$ cat src/hdl/tvr_pkg.sv
package tvr_pkg;

	// field widths
	localparam int SpeedW = 24;
	localparam int DistW  = 32;
	localparam int ScaleW = 32;
	localparam int SqW    = 2 * SpeedW;
	localparam int ProdW  = SpeedW + ScaleW;
	localparam int StopW  = 33;
	localparam int WideW  = 41;

	// register reset values
	localparam logic [SpeedW-1:0] StepReset  = 24'd256;
	localparam logic [ScaleW-1:0] ScaleReset = 32'd0;

	// saturation bounds for a 32-bit signed result
	localparam logic signed [WideW-1:0] SatMax = 41'sd2147483647;
	localparam logic signed [WideW-1:0] SatMin = -41'sd2147483648;

	typedef enum logic [3:0] {
		ST_IDLE,
		ST_SQ,
		ST_PLO,
		ST_PHI,
		ST_CMP,
		ST_UPD,
		ST_MAG,
		ST_DRV,
		ST_ERR,
		ST_FB
	} state_t;

	typedef enum logic [1:0] {
		MUL_SQ,
		MUL_LO,
		MUL_HI,
		MUL_OUT
	} mul_sel_t;

	typedef enum logic [1:0] {
		REG_STEP_ACCEL   = 2'd0,
		REG_STEP_DECEL   = 2'd1,
		REG_DECEL_SCALE  = 2'd2,
		REG_OUTPUT_SCALE = 2'd3
	} reg_idx_t;

	typedef struct packed {
		logic [SpeedW-1:0] step_accel;
		logic [SpeedW-1:0] step_decel;
		logic [ScaleW-1:0] decel_scale;
		logic [ScaleW-1:0] output_scale;
	} cfg_t;

	typedef struct packed {
		logic     ld_in;
		mul_sel_t mul_sel;
		logic     ld_sq;
		logic     ld_plo;
		logic     ld_prod;
		logic     cmp;
		logic     upd;
		logic     drv;
		logic     err_add;
		logic     fire;
	} dp_cmd_t;

	// clamp a wide signed value to the 32-bit signed range
	function automatic logic signed [DistW-1:0] sat32(input logic signed [WideW-1:0] v);
		logic signed [DistW-1:0] r;
		if (v > SatMax) begin
			r = SatMax[DistW-1:0];
		end else if (v < SatMin) begin
			r = SatMin[DistW-1:0];
		end else begin
			r = v[DistW-1:0];
		end
		return r;
	endfunction

endpackage

$ cat src/hdl/tvr_regs.sv
module tvr_regs
	import tvr_pkg::*;
(
	input  logic        clk,
	input  logic        arst_n,
	input  logic        cfg_valid,
	output logic        cfg_ready,
	input  logic [1:0]  cfg_index,
	input  logic [31:0] cfg_data,
	output cfg_t        cfg
);

	cfg_t cfg_q;

	// writes are always taken
	assign cfg_ready = 1'b1;
	assign cfg       = cfg_q;

	// register file decode
	always_ff @(posedge clk or negedge arst_n) begin
		if (!arst_n) begin
			cfg_q.step_accel   <= StepReset;
			cfg_q.step_decel   <= StepReset;
			cfg_q.decel_scale  <= ScaleReset;
			cfg_q.output_scale <= ScaleReset;
		end else if (cfg_valid) begin
			unique case (reg_idx_t'(cfg_index))
				REG_STEP_ACCEL:   cfg_q.step_accel   <= cfg_data[SpeedW-1:0];
				REG_STEP_DECEL:   cfg_q.step_decel   <= cfg_data[SpeedW-1:0];
				REG_DECEL_SCALE:  cfg_q.decel_scale  <= cfg_data;
				REG_OUTPUT_SCALE: cfg_q.output_scale <= cfg_data;
			endcase
		end
	end

endmodule

$ cat src/hdl/tvr_ctrl.sv
module tvr_ctrl
	import tvr_pkg::*;
(
	input  logic    clk,
	input  logic    arst_n,
	input  logic    in_valid,
	output logic    in_ready,
	output logic    out_valid,
	input  logic    out_ready,
	output dp_cmd_t cmd
);

	state_t state_q;
	state_t state_nxt;
	logic   out_valid_q;
	logic   slot_free;

	// result slot can take a new result when empty or being drained
	assign slot_free = !out_valid_q || out_ready;
	assign out_valid = out_valid_q;

	// next state
	always_comb begin
		state_nxt = state_q;
		unique case (state_q)
			ST_IDLE: if (in_valid) state_nxt = ST_SQ;
			ST_SQ:   state_nxt = ST_PLO;
			ST_PLO:  state_nxt = ST_PHI;
			ST_PHI:  state_nxt = ST_CMP;
			ST_CMP:  state_nxt = ST_UPD;
			ST_UPD:  state_nxt = ST_MAG;
			ST_MAG:  state_nxt = ST_DRV;
			ST_DRV:  state_nxt = ST_ERR;
			ST_ERR:  state_nxt = ST_FB;
			ST_FB:   if (slot_free) state_nxt = ST_IDLE;
			default: state_nxt = ST_IDLE;
		endcase
	end

	// datapath commands
	always_comb begin
		cmd         = '0;
		cmd.mul_sel = MUL_SQ;
		in_ready    = 1'b0;
		unique case (state_q)
			ST_IDLE: begin
				in_ready   = 1'b1;
				cmd.ld_in  = in_valid;
			end
			ST_SQ: begin
				cmd.mul_sel = MUL_SQ;
				cmd.ld_sq   = 1'b1;
			end
			ST_PLO: begin
				cmd.mul_sel = MUL_LO;
				cmd.ld_plo  = 1'b1;
			end
			ST_PHI: begin
				cmd.mul_sel = MUL_HI;
				cmd.ld_prod = 1'b1;
			end
			ST_CMP:  cmd.cmp = 1'b1;
			ST_UPD:  cmd.upd = 1'b1;
			ST_MAG: begin
				cmd.mul_sel = MUL_OUT;
				cmd.ld_prod = 1'b1;
			end
			ST_DRV:  cmd.drv = 1'b1;
			ST_ERR:  cmd.err_add = 1'b1;
			ST_FB:   cmd.fire = slot_free;
			default: cmd = '0;
		endcase
	end

	// state and result valid
	always_ff @(posedge clk or negedge arst_n) begin
		if (!arst_n) begin
			state_q     <= ST_IDLE;
			out_valid_q <= 1'b0;
		end else begin
			state_q <= state_nxt;
			if (cmd.fire) begin
				out_valid_q <= 1'b1;
			end else if (out_ready) begin
				out_valid_q <= 1'b0;
			end
		end
	end

endmodule

$ cat src/hdl/tvr_dp.sv
module tvr_dp
	import tvr_pkg::*;
(
	input  logic                     clk,
	input  logic                     arst_n,
	input  dp_cmd_t                  cmd,
	input  cfg_t                     cfg,
	input  logic                     mode,
	input  logic [SpeedW-1:0]        target_speed,
	input  logic signed [DistW-1:0]  remaining_distance,
	input  logic                     brake_enable,
	input  logic signed [DistW-1:0]  measured_step,
	output logic signed [DistW-1:0]  drive_step,
	output logic [SpeedW-1:0]        speed_now
);

	// captured request
	logic                    mode_q;
	logic [SpeedW-1:0]       target_q;
	logic signed [DistW-1:0] dist_q;
	logic                    brake_en_q;
	logic signed [DistW-1:0] meas_q;

	// ramp state
	logic [SpeedW-1:0]       speed_q;
	logic signed [DistW-1:0] err_q;

	// intermediates
	logic [SqW-1:0]          sq_q;
	logic [DistW-1:0]        plo_q;
	logic [ProdW-1:0]        prod_q;
	logic                    hit_q;
	logic signed [DistW-1:0] drive_q;
	logic signed [DistW-1:0] out_drive_q;
	logic [SpeedW-1:0]       out_speed_q;

	logic [SpeedW-1:0]       mul_a;
	logic [ScaleW-1:0]       mul_b;
	logic [ProdW-1:0]        mul_p;
	logic [ProdW:0]          stop_sum;
	logic [StopW-1:0]        stop;
	logic [DistW-1:0]        adist;
	logic                    hit;
	logic                    dec;
	logic signed [SpeedW+1:0] spd_w;
	logic signed [SpeedW+1:0] tgt_w;
	logic signed [SpeedW+1:0] spd_nxt;
	logic [SpeedW-1:0]       spd_clamp;
	logic signed [WideW-1:0] mag_w;
	logic signed [WideW-1:0] drive_w;
	logic signed [WideW-1:0] sum_w;
	logic signed [WideW-1:0] diff_w;

	// shared 24x32 multiplier operand select
	always_comb begin
		case (cmd.mul_sel)
			MUL_SQ: begin
				mul_a = speed_q;
				mul_b = {{(ScaleW-SpeedW){1'b0}}, speed_q};
			end
			MUL_LO: begin
				mul_a = sq_q[SpeedW-1:0];
				mul_b = cfg.decel_scale;
			end
			MUL_HI: begin
				mul_a = sq_q[SqW-1:SpeedW];
				mul_b = cfg.decel_scale;
			end
			default: begin
				mul_a = speed_q;
				mul_b = cfg.output_scale;
			end
		endcase
	end

	assign mul_p = mul_a * mul_b;

	// stopping distance: (hi + lo>>24) >> 24
	assign stop_sum = {1'b0, prod_q} + {{(ProdW+1-DistW){1'b0}}, plo_q};
	assign stop     = stop_sum[ProdW:ProdW-StopW+1];
	assign adist    = dist_q[DistW-1] ? DistW'(-dist_q) : DistW'(dist_q);
	assign hit      = brake_en_q && ({1'b0, adist} <= stop);

	// speed update and clamp to [0, target]
	always_comb begin
		spd_w = {2'b00, speed_q};
		tgt_w = {2'b00, target_q};
		dec   = (speed_q > target_q) || hit_q;
		if (dec) begin
			spd_nxt = spd_w - {2'b00, cfg.step_decel};
		end else if (speed_q < target_q) begin
			spd_nxt = spd_w + {2'b00, cfg.step_accel};
		end else begin
			spd_nxt = spd_w;
		end
		if (spd_nxt > tgt_w) begin
			spd_clamp = target_q;
		end else if (spd_nxt < 0) begin
			spd_clamp = '0;
		end else begin
			spd_clamp = spd_nxt[SpeedW-1:0];
		end
	end

	// signed setpoint and error feedback sums
	assign mag_w   = {1'b0, prod_q[ProdW-1:16]};
	assign drive_w = dist_q[DistW-1] ? -mag_w : mag_w;
	assign sum_w   = {{(WideW-DistW){drive_q[DistW-1]}}, drive_q}
			+ {{(WideW-DistW){err_q[DistW-1]}}, err_q};
	assign diff_w  = {{(WideW-DistW){drive_q[DistW-1]}}, drive_q}
			- {{(WideW-DistW){meas_q[DistW-1]}}, meas_q};

	// payload registers
	always_ff @(posedge clk) begin
		if (cmd.ld_in) begin
			mode_q     <= mode;
			target_q   <= target_speed;
			dist_q     <= remaining_distance;
			brake_en_q <= brake_enable;
			meas_q     <= measured_step;
		end
		if (cmd.ld_sq) begin
			sq_q <= mul_p[SqW-1:0];
		end
		if (cmd.ld_plo) begin
			plo_q <= mul_p[ProdW-1:SpeedW];
		end
		if (cmd.ld_prod) begin
			prod_q <= mul_p;
		end
		if (cmd.cmp) begin
			hit_q <= hit;
		end
		if (cmd.drv) begin
			drive_q <= sat32(drive_w);
		end else if (cmd.err_add && mode_q) begin
			drive_q <= sat32(sum_w);
		end
		if (cmd.fire) begin
			out_drive_q <= drive_q;
			out_speed_q <= speed_q;
		end
	end

	// ramp state registers
	always_ff @(posedge clk or negedge arst_n) begin
		if (!arst_n) begin
			speed_q <= '0;
			err_q   <= '0;
		end else begin
			if (cmd.upd) begin
				speed_q <= spd_clamp;
			end
			if (cmd.fire && mode_q) begin
				err_q <= sat32(diff_w);
			end
		end
	end

	assign drive_step = out_drive_q;
	assign speed_now  = out_speed_q;

endmodule

$ cat src/hdl/trapezoidal_velocity_ramp_core.sv
// request accept to result valid is paced by the sequencer
// walking one shared 24x32 multiplier through square, two scale partials, output scale
// one request at a time; next request taken while a result waits, but FB holds until the slot frees
// reset: asynchronous active low; clears speed, carried error, sequencer and result valid
// reset: step_accel and step_decel return to 256, decel_scale and output_scale to 0
module trapezoidal_velocity_ramp_core
	import tvr_pkg::*;
(
	input  logic                     clk,
	input  logic                     arst_n,
	input  logic                     in_valid,
	output logic                     in_ready,
	input  logic                     mode,
	input  logic [SpeedW-1:0]        target_speed,
	input  logic signed [DistW-1:0]  remaining_distance,
	input  logic                     brake_enable,
	input  logic signed [DistW-1:0]  measured_step,
	output logic                     out_valid,
	input  logic                     out_ready,
	output logic signed [DistW-1:0]  drive_step,
	output logic [SpeedW-1:0]        speed_now,
	input  logic                     cfg_valid,
	output logic                     cfg_ready,
	input  logic [1:0]               cfg_index,
	input  logic [31:0]              cfg_data
);

	cfg_t    cfg;
	dp_cmd_t cmd;

	// configuration registers
	tvr_regs u_regs (
		.clk       (clk),
		.arst_n    (arst_n),
		.cfg_valid (cfg_valid),
		.cfg_ready (cfg_ready),
		.cfg_index (cfg_index),
		.cfg_data  (cfg_data),
		.cfg       (cfg)
	);

	// sequencer
	tvr_ctrl u_ctrl (
		.clk       (clk),
		.arst_n    (arst_n),
		.in_valid  (in_valid),
		.in_ready  (in_ready),
		.out_valid (out_valid),
		.out_ready (out_ready),
		.cmd       (cmd)
	);

	// arithmetic
	tvr_dp u_dp (
		.clk                (clk),
		.arst_n             (arst_n),
		.cmd                (cmd),
		.cfg                (cfg),
		.mode               (mode),
		.target_speed       (target_speed),
		.remaining_distance (remaining_distance),
		.brake_enable       (brake_enable),
		.measured_step      (measured_step),
		.drive_step         (drive_step),
		.speed_now          (speed_now)
	);

endmodule

$ cat config.mk
export PLATFORM = sky130hd
export DESIGN_NAME = trapezoidal_velocity_ramp_core
export DESIGN_NICKNAME = d
export VERILOG_FILES = /design/src/hdl/tvr_pkg.sv /design/src/hdl/tvr_regs.sv /design/src/hdl/tvr_ctrl.sv /design/src/hdl/tvr_dp.sv /design/src/hdl/trapezoidal_velocity_ramp_core.sv
export SDC_FILE = /design/constraint.sdc
export NUM_CORES = 2
export LEC_CHECK = 0
export BUFFER_PORTS_ARGS = -buffer_cell sky130_fd_sc_hd__buf_2
export CORE_MARGIN = 4
export CORE_UTILIZATION = 40
export DETAILED_ROUTE_END_ITERATION = 8
export GPL_TIMING_DRIVEN = 0
export SYNTH_ARGS = -nofsm -noshare
export SYNTH_HDL_FRONTEND = slang
export SYNTH_SLANG_ARGS = --single-unit
$ cat constraint.sdc
create_clock -name clk -period 14.8 [get_ports clk]
set_clock_uncertainty 0.15 [all_clocks]
set_input_delay 2.96 -clock clk [delete_from_list [all_inputs] [get_ports clk]]
set_output_delay 2.96 -clock clk [all_outputs]
set_load 0.005 [all_outputs]
# Word-level counts from Yosys, hierarchy flattened
# Index checks and enable logic that the tools add are counted.
[op_classes]
addsub = 7
mul = 1
n_lt_le_gt_ge = 11
eq_ne = 16
mux = 32
n_reduce_logical = 18
[ops]
columns = ["operator", "n"]
rows = [
  ["$mux W32", 9],
  ["$gt A41 B32 Y1 const B", 3],
  ["$lt A41 B32 Y1 const B", 3],
  ["$pmux W32 S2", 1],
  ["$add A56 B32 Y57", 1],
  ["$mul A24 B32 Y56", 1],
  ["$mux W26", 2],
  ["$mux W24", 2],
  ["$pmux W24 S2", 1],
  ["$mux W41", 1],
  ["$neg A40 Y41", 1],
  ["$pmux W4 S10", 1],
  ["$add A32 B32 Y33", 1],
  ["$le A32 B33 Y1", 1],
  ["$sub A32 B32 Y33", 1],
  ["$neg A32 Y32", 1],
  ["$gt A26 B25 Y1", 1],
  ["$lt A26 B1 Y1 const B", 1],
  ["$add A24 B24 Y25", 1],
  ["$sub A24 B24 Y25", 1],
  ["$gt A24 B24 Y1", 1],
  ["$lt A24 B24 Y1", 1],
  ["$eq A4 B3 Y1 const B", 4],
  ["$mux W1", 12],
  ["other kinds (17)", 33],
]
[totals]
ff_bits = 488
input_bits = 129
output_inout_bits = 59

# Depth between registers and ports, before layout
[logic_depth]
ltp_word = 6
ltp_mapped = 37
depth_no_buf = 32

# By module
# Synthesis repeated with hierarchy kept, for this count alone.
[hier_totals]
hier_cells = 5488
area_unflattened_um2 = 53154.7
[by_module_without_submodules]
columns = ["module", "n_inst", "cells_per_inst", "area_per_inst_um2", "seq_area_each_um2"]
rows = [
  ["tvr_dp", 1, 5209, 48609.1, 10860.4],
  ["tvr_regs", 1, 240, 4176.5, 2805.2],
  ["tvr_ctrl", 1, 39, 369.1, 125.1],
]

# Worst setup path before layout
# Ideal clock, no wire load.
[synth_timing]
path_type = "reg-to-reg"
from = "register u_ctrl.state_q[0]"
to = "register u_dp.plo_q[24] (data pin)"
t_arrival_ns = 13.354
slack_ns = 1.022
stages_incl_launch_ff = 36
path_buffers = 5
period_less_slack_ns = 13.778
cell_sequence = "dfrtp_1 > clkbuf_1 > xnor2_1 > nor3b_1 > inv_1 > ha_1 > clkbuf_1 > clkbuf_1 > clkbuf_1 > nor2_1 > a21oi_1 > clkbuf_1 > nand2_1 > fa_1 > inv_1 > fa_1 > inv_1 > fa_1 > inv_1 > fa_1 > fa_1 > fa_1 > inv_1 > fa_1 > inv_1 > ha_1 > and3_1 > a221o_1 > a21oi_1 > o21ai_0 > a31o_2 > o41ai_1 > o21ai_1 > a21oi_1 > o31ai_1 > xor2_1"
[synth_via]
elab_chain_len = 6
word_cells_on_any_way = 11
[synth_lines]
columns = ["element", "line", "rtl"]
rows = [
  ["start: declaration", "tvr_ctrl.sv:13", "state_t state_q;"],
  ["start signal: assignment", "tvr_ctrl.sv:81", "state_q <= state_nxt;"],
  ["$eq A4 B3 Y1 or $eq A4 B2 Y1 (tied branches)", "tvr_ctrl.sv:45", "unique case (state_q)"],
  ["$pmux W2 S3 (*)", "tvr_ctrl.sv:45", ""],
  ["$eq A2 B1 Y1 or $eq A2 B2 Y1 (tied branches)", "tvr_dp.sv:56", "case (cmd.mul_sel)"],
  ["$reduce_or A2 Y1 (no source line)", "-", ""],
  ["$pmux W32 S2", "tvr_dp.sv:56", ""],
  ["$mul A24 B32 Y56 (*)", "tvr_dp.sv:76", "assign mul_p = mul_a * mul_b;"],
  ["net u_dp.mul_p[48]", "tvr_dp.sv:39", "logic [ProdW-1:0] mul_p;"],
  ["end signal: assignment", "tvr_dp.sv:126", "plo_q <= mul_p[ProdW-1:SpeedW];"],
  ["end: declaration", "tvr_dp.sv:30", "logic [DistW-1:0] plo_q;"],
]
# The timed path passes the listed nets; every way through them passes the cells marked *.
# A chain may end at the register's enable or synchronous reset.

# Worst setup path in the final report
[layout_timing]
from = "register u_ctrl.state_q[2]"
to = "register u_dp.plo_q[29] (data pin)"
# The elaborated chain is that of the path after synthesis.

==> metrics <==
WS Path Type reg -> reg; Crit path max-delay family adder cells; H-tree depth 2; area delta synth->final 9.58%; largest net degree at the start of global routing around 120; first-pass GRT wire length 272000 um; synth warn 0; Post-Syn Nets between 6000 and 7000; commonest non-fill, non-tap cell in the layout inv_1; row count around 130; CP endpoint u_dp.plo_q[29]; Slew Limit Fails 17; setup slack at placement about 2100 ps; post-DP HPWL approximately 150000 um; Synth Cell Area ~0.054 mm^2; Max FO, Critical Path 11; Initial Util roughly two fifths; I/O pin count around 190; Worst path depth 35; Critical Path Slowest Stage Cell a21oi_1; Layout fillers 13000; max incr delay on CP ~800 ps; worst-margin pin slew ~1600 ps; Synth Instances about 5600; WP data required 15020 ps; Setup crit start kind flip-flop; ys async rst share 35.5%; Clock Pin Slew Worst Setup and Hold Paths 60 ps; cts bufs inserted 53; most frequent cells in the layout inv_1 (856), fa_1 (662), nand2_1 (642); Final nets around 7100; vias in the first global route ~43000; Primary FF master, synth edfxtp_1; grt total ovfl 0; Post-CTS Resized 0; initial antenna violation count 3; Crit path top cell by count fa_1; clock sinks 488; CTS root buf clkbuf_16; RSZ-0062 raised after global routing no; Yosys cell types just over 100; CTS tree done; max frequency just under 80 MHz; via count approximately 42000; syn avg cell area approximately 9.6 um^2; layout cells sized above 1 about 9.1%; final wirelength roughly 180000 um; TritonRoute pass-1 iters 5; 1st-iter DRT viols 3899; Seq cells post-synth around 490; status complete, but fails checks; crit end category flip-flop; CP bufs+invs 13; WL/cell 23.6 um; All-Layer GR Usage about 26%; violated checks capacitance limit, slew limit; reg2reg setup slack roughly 1900 ps; IO buf count approximately 190; Max Cap Viol 2; reg-to-reg startpoint u_ctrl.state_q[2]; core area 0.134 mm^2; flip-flop count of the largest register after layout approximately 110; Hold Buf Count CTS 0; clock period minus worst slack 12920 ps; clock latency on the worst-skew pair around 630 ps; die width 375 um; R2R cell count 35; Placer Congestion about 1; sequential cell area fraction in the yosys report between 20% and 30%; Post-synth EDFFs between 300 and 400; period utilization between 80 and 90%; Final Hold Fails 0; Worst Slack Setup Final approximately 1900 ps; max_slew headroom -5.66%; Via density around 5.5; # DRC 0; Die Footprint 0.141 mm^2; Die Ht roughly 370 um; Worst Path Arrival 13130 ps; clk buf depth 3; RR Endpoint u_dp.plo_q[29]; HP Class reg -> reg; CP Launch Point u_ctrl.state_q[2]; buffer count from post-CTS setup fixing 0; Final ANT Viol Nets 0; final setup vio count 0
[metrics by stage]
| stage | instance area (um^2) | cells | hold slack (ps) | setup TNS [ps] | util (%) |
|---|---|---|---|---|---|
| after floorplan | 53900 | 5620 | 303 | 0 | - |
| after global placement | 57000 | 7574 | 329 | -368050 | 42.7 |
| after detailed placement | 57300 | 7594 | 334 | 0 | 42.9 |
| after CTS | 59000 | 7693 | 355 | 0 | 44.2 |
| after global routing | 59000 | 7693 | 371 | 0 | 44.2 |
| final | 59000 | 7695 | 355 | 0 | 44.2 |
[worst min-delay path by stage]
stage	from	end	slack (ps)	cells past startpoint
floorplan	u_dp.err_q[15]	u_dp.err_q[15]	300	2
global placement	u_dp.err_q[19]	u_dp.err_q[19]	330	2
detailed placement	u_dp.err_q[15]	u_dp.err_q[15]	330	2
CTS	u_dp.err_q[7]	u_dp.err_q[7]	350	2
global route	u_regs.cfg[10]	u_regs.cfg[10]	370	1
finish	u_dp.err_q[19]	u_dp.err_q[19]	350	2
[layout make-up]
type / instances / area, um^2 / area share [%]
Multi-Input combinational cell: 4032 / 35900 / 60.8
Sequential cell: 488 / 13800 / 23.4
Inverter: 857 / 3220 / 5.45
Tap cell: 1768 / 2210 / 3.75
Clock buffer: 66 / 1410 / 2.38
Timing Repair Buffer: 206 / 1200 / 2.04
Buffer: 243 / 1010 / 1.71
Clock inverter: 33 / 315 / 0.534
Antenna cell: 2 / 5.00 / 0.00848
[cells in the mapped netlist, drive strengths merged, types with 10 or more instances]
master / n / area share, %
a211oi: 27 / 0.38
a21o: 131 / 1.8
a21oi: 248 / 2.3
a221oi: 11 / 0.21
a22o: 11 / 0.18
a22oi: 59 / 0.82
a2bb2oi: 30 / 0.84
a31oi: 17 / 0.20
and2: 31 / 0.36
and3: 24 / 0.28
and4: 10 / 0.16
buf: 32 / 0.40
clkbuf: 211 / 1.5
dfrtp: 171 / 7.9
edfxtp: 315 / 18
fa: 662 / 25
ha: 411 / 9.5
inv: 857 / 6.0
mux2: 114 / 2.4
mux2i: 31 / 0.58
nand2: 642 / 4.5
nand2b: 50 / 0.59
nand3: 46 / 0.43
nand3b: 10 / 0.16
nand4: 44 / 0.52
nor2: 593 / 4.4
nor2b: 29 / 0.34
nor3: 47 / 0.45
nor4: 15 / 0.25
o211ai: 21 / 0.29
o21a: 60 / 0.84
o21ai: 205 / 1.9
o21bai: 13 / 0.18
o31ai: 30 / 0.45
o41ai: 15 / 0.31
or2: 16 / 0.19
or3: 21 / 0.29
xnor2: 133 / 2.2
xor2: 100 / 1.6
[cell families after synthesis]
| family | count (synthesis) | synth area share (%) |
|---|---|---|
| multiplexers | 145 | 2.96 |
| flip-flops | 488 | 25.6 |
| AND/OR/NAND/NOR | 1610 | 13.4 |
| adder cells (fa/ha/maj) | 1073 | 34.2 |
| AO/OA/AOI/OAI | 970 | 12.3 |
| XOR/XNOR | 233 | 3.79 |
| other | 1 | 0.00696 |
| buffers and inverters | 1100 | 7.84 |
[worst register-to-register path: cells and delay by family, from the launching register on]
| family | cells | cell delay [ps] |
|---|---|---|
| adders and majority gates | 9 | 4230 |
| AOI/OAI and AO/OA | 7 | 3220 |
| buffers and inverters | 13 | 3200 |
| and+or+nand+nor | 5 | 1380 |
| DFF | 1 | 320 |
| xor gates and xnor gates | 1 | 170 |
[metal layers]
metal | GRT usage [%] | share of wire, %
met3 | 5.47 | 8.6
met1 | 34.4 | 42
met4 | 9.94 | 4.6
met5 | 0 | 0
met2 | 40.5 | 45
Power is not shown: default switching activity piles up to over one toggle a cycle in this logic, so the estimate is an artifact.
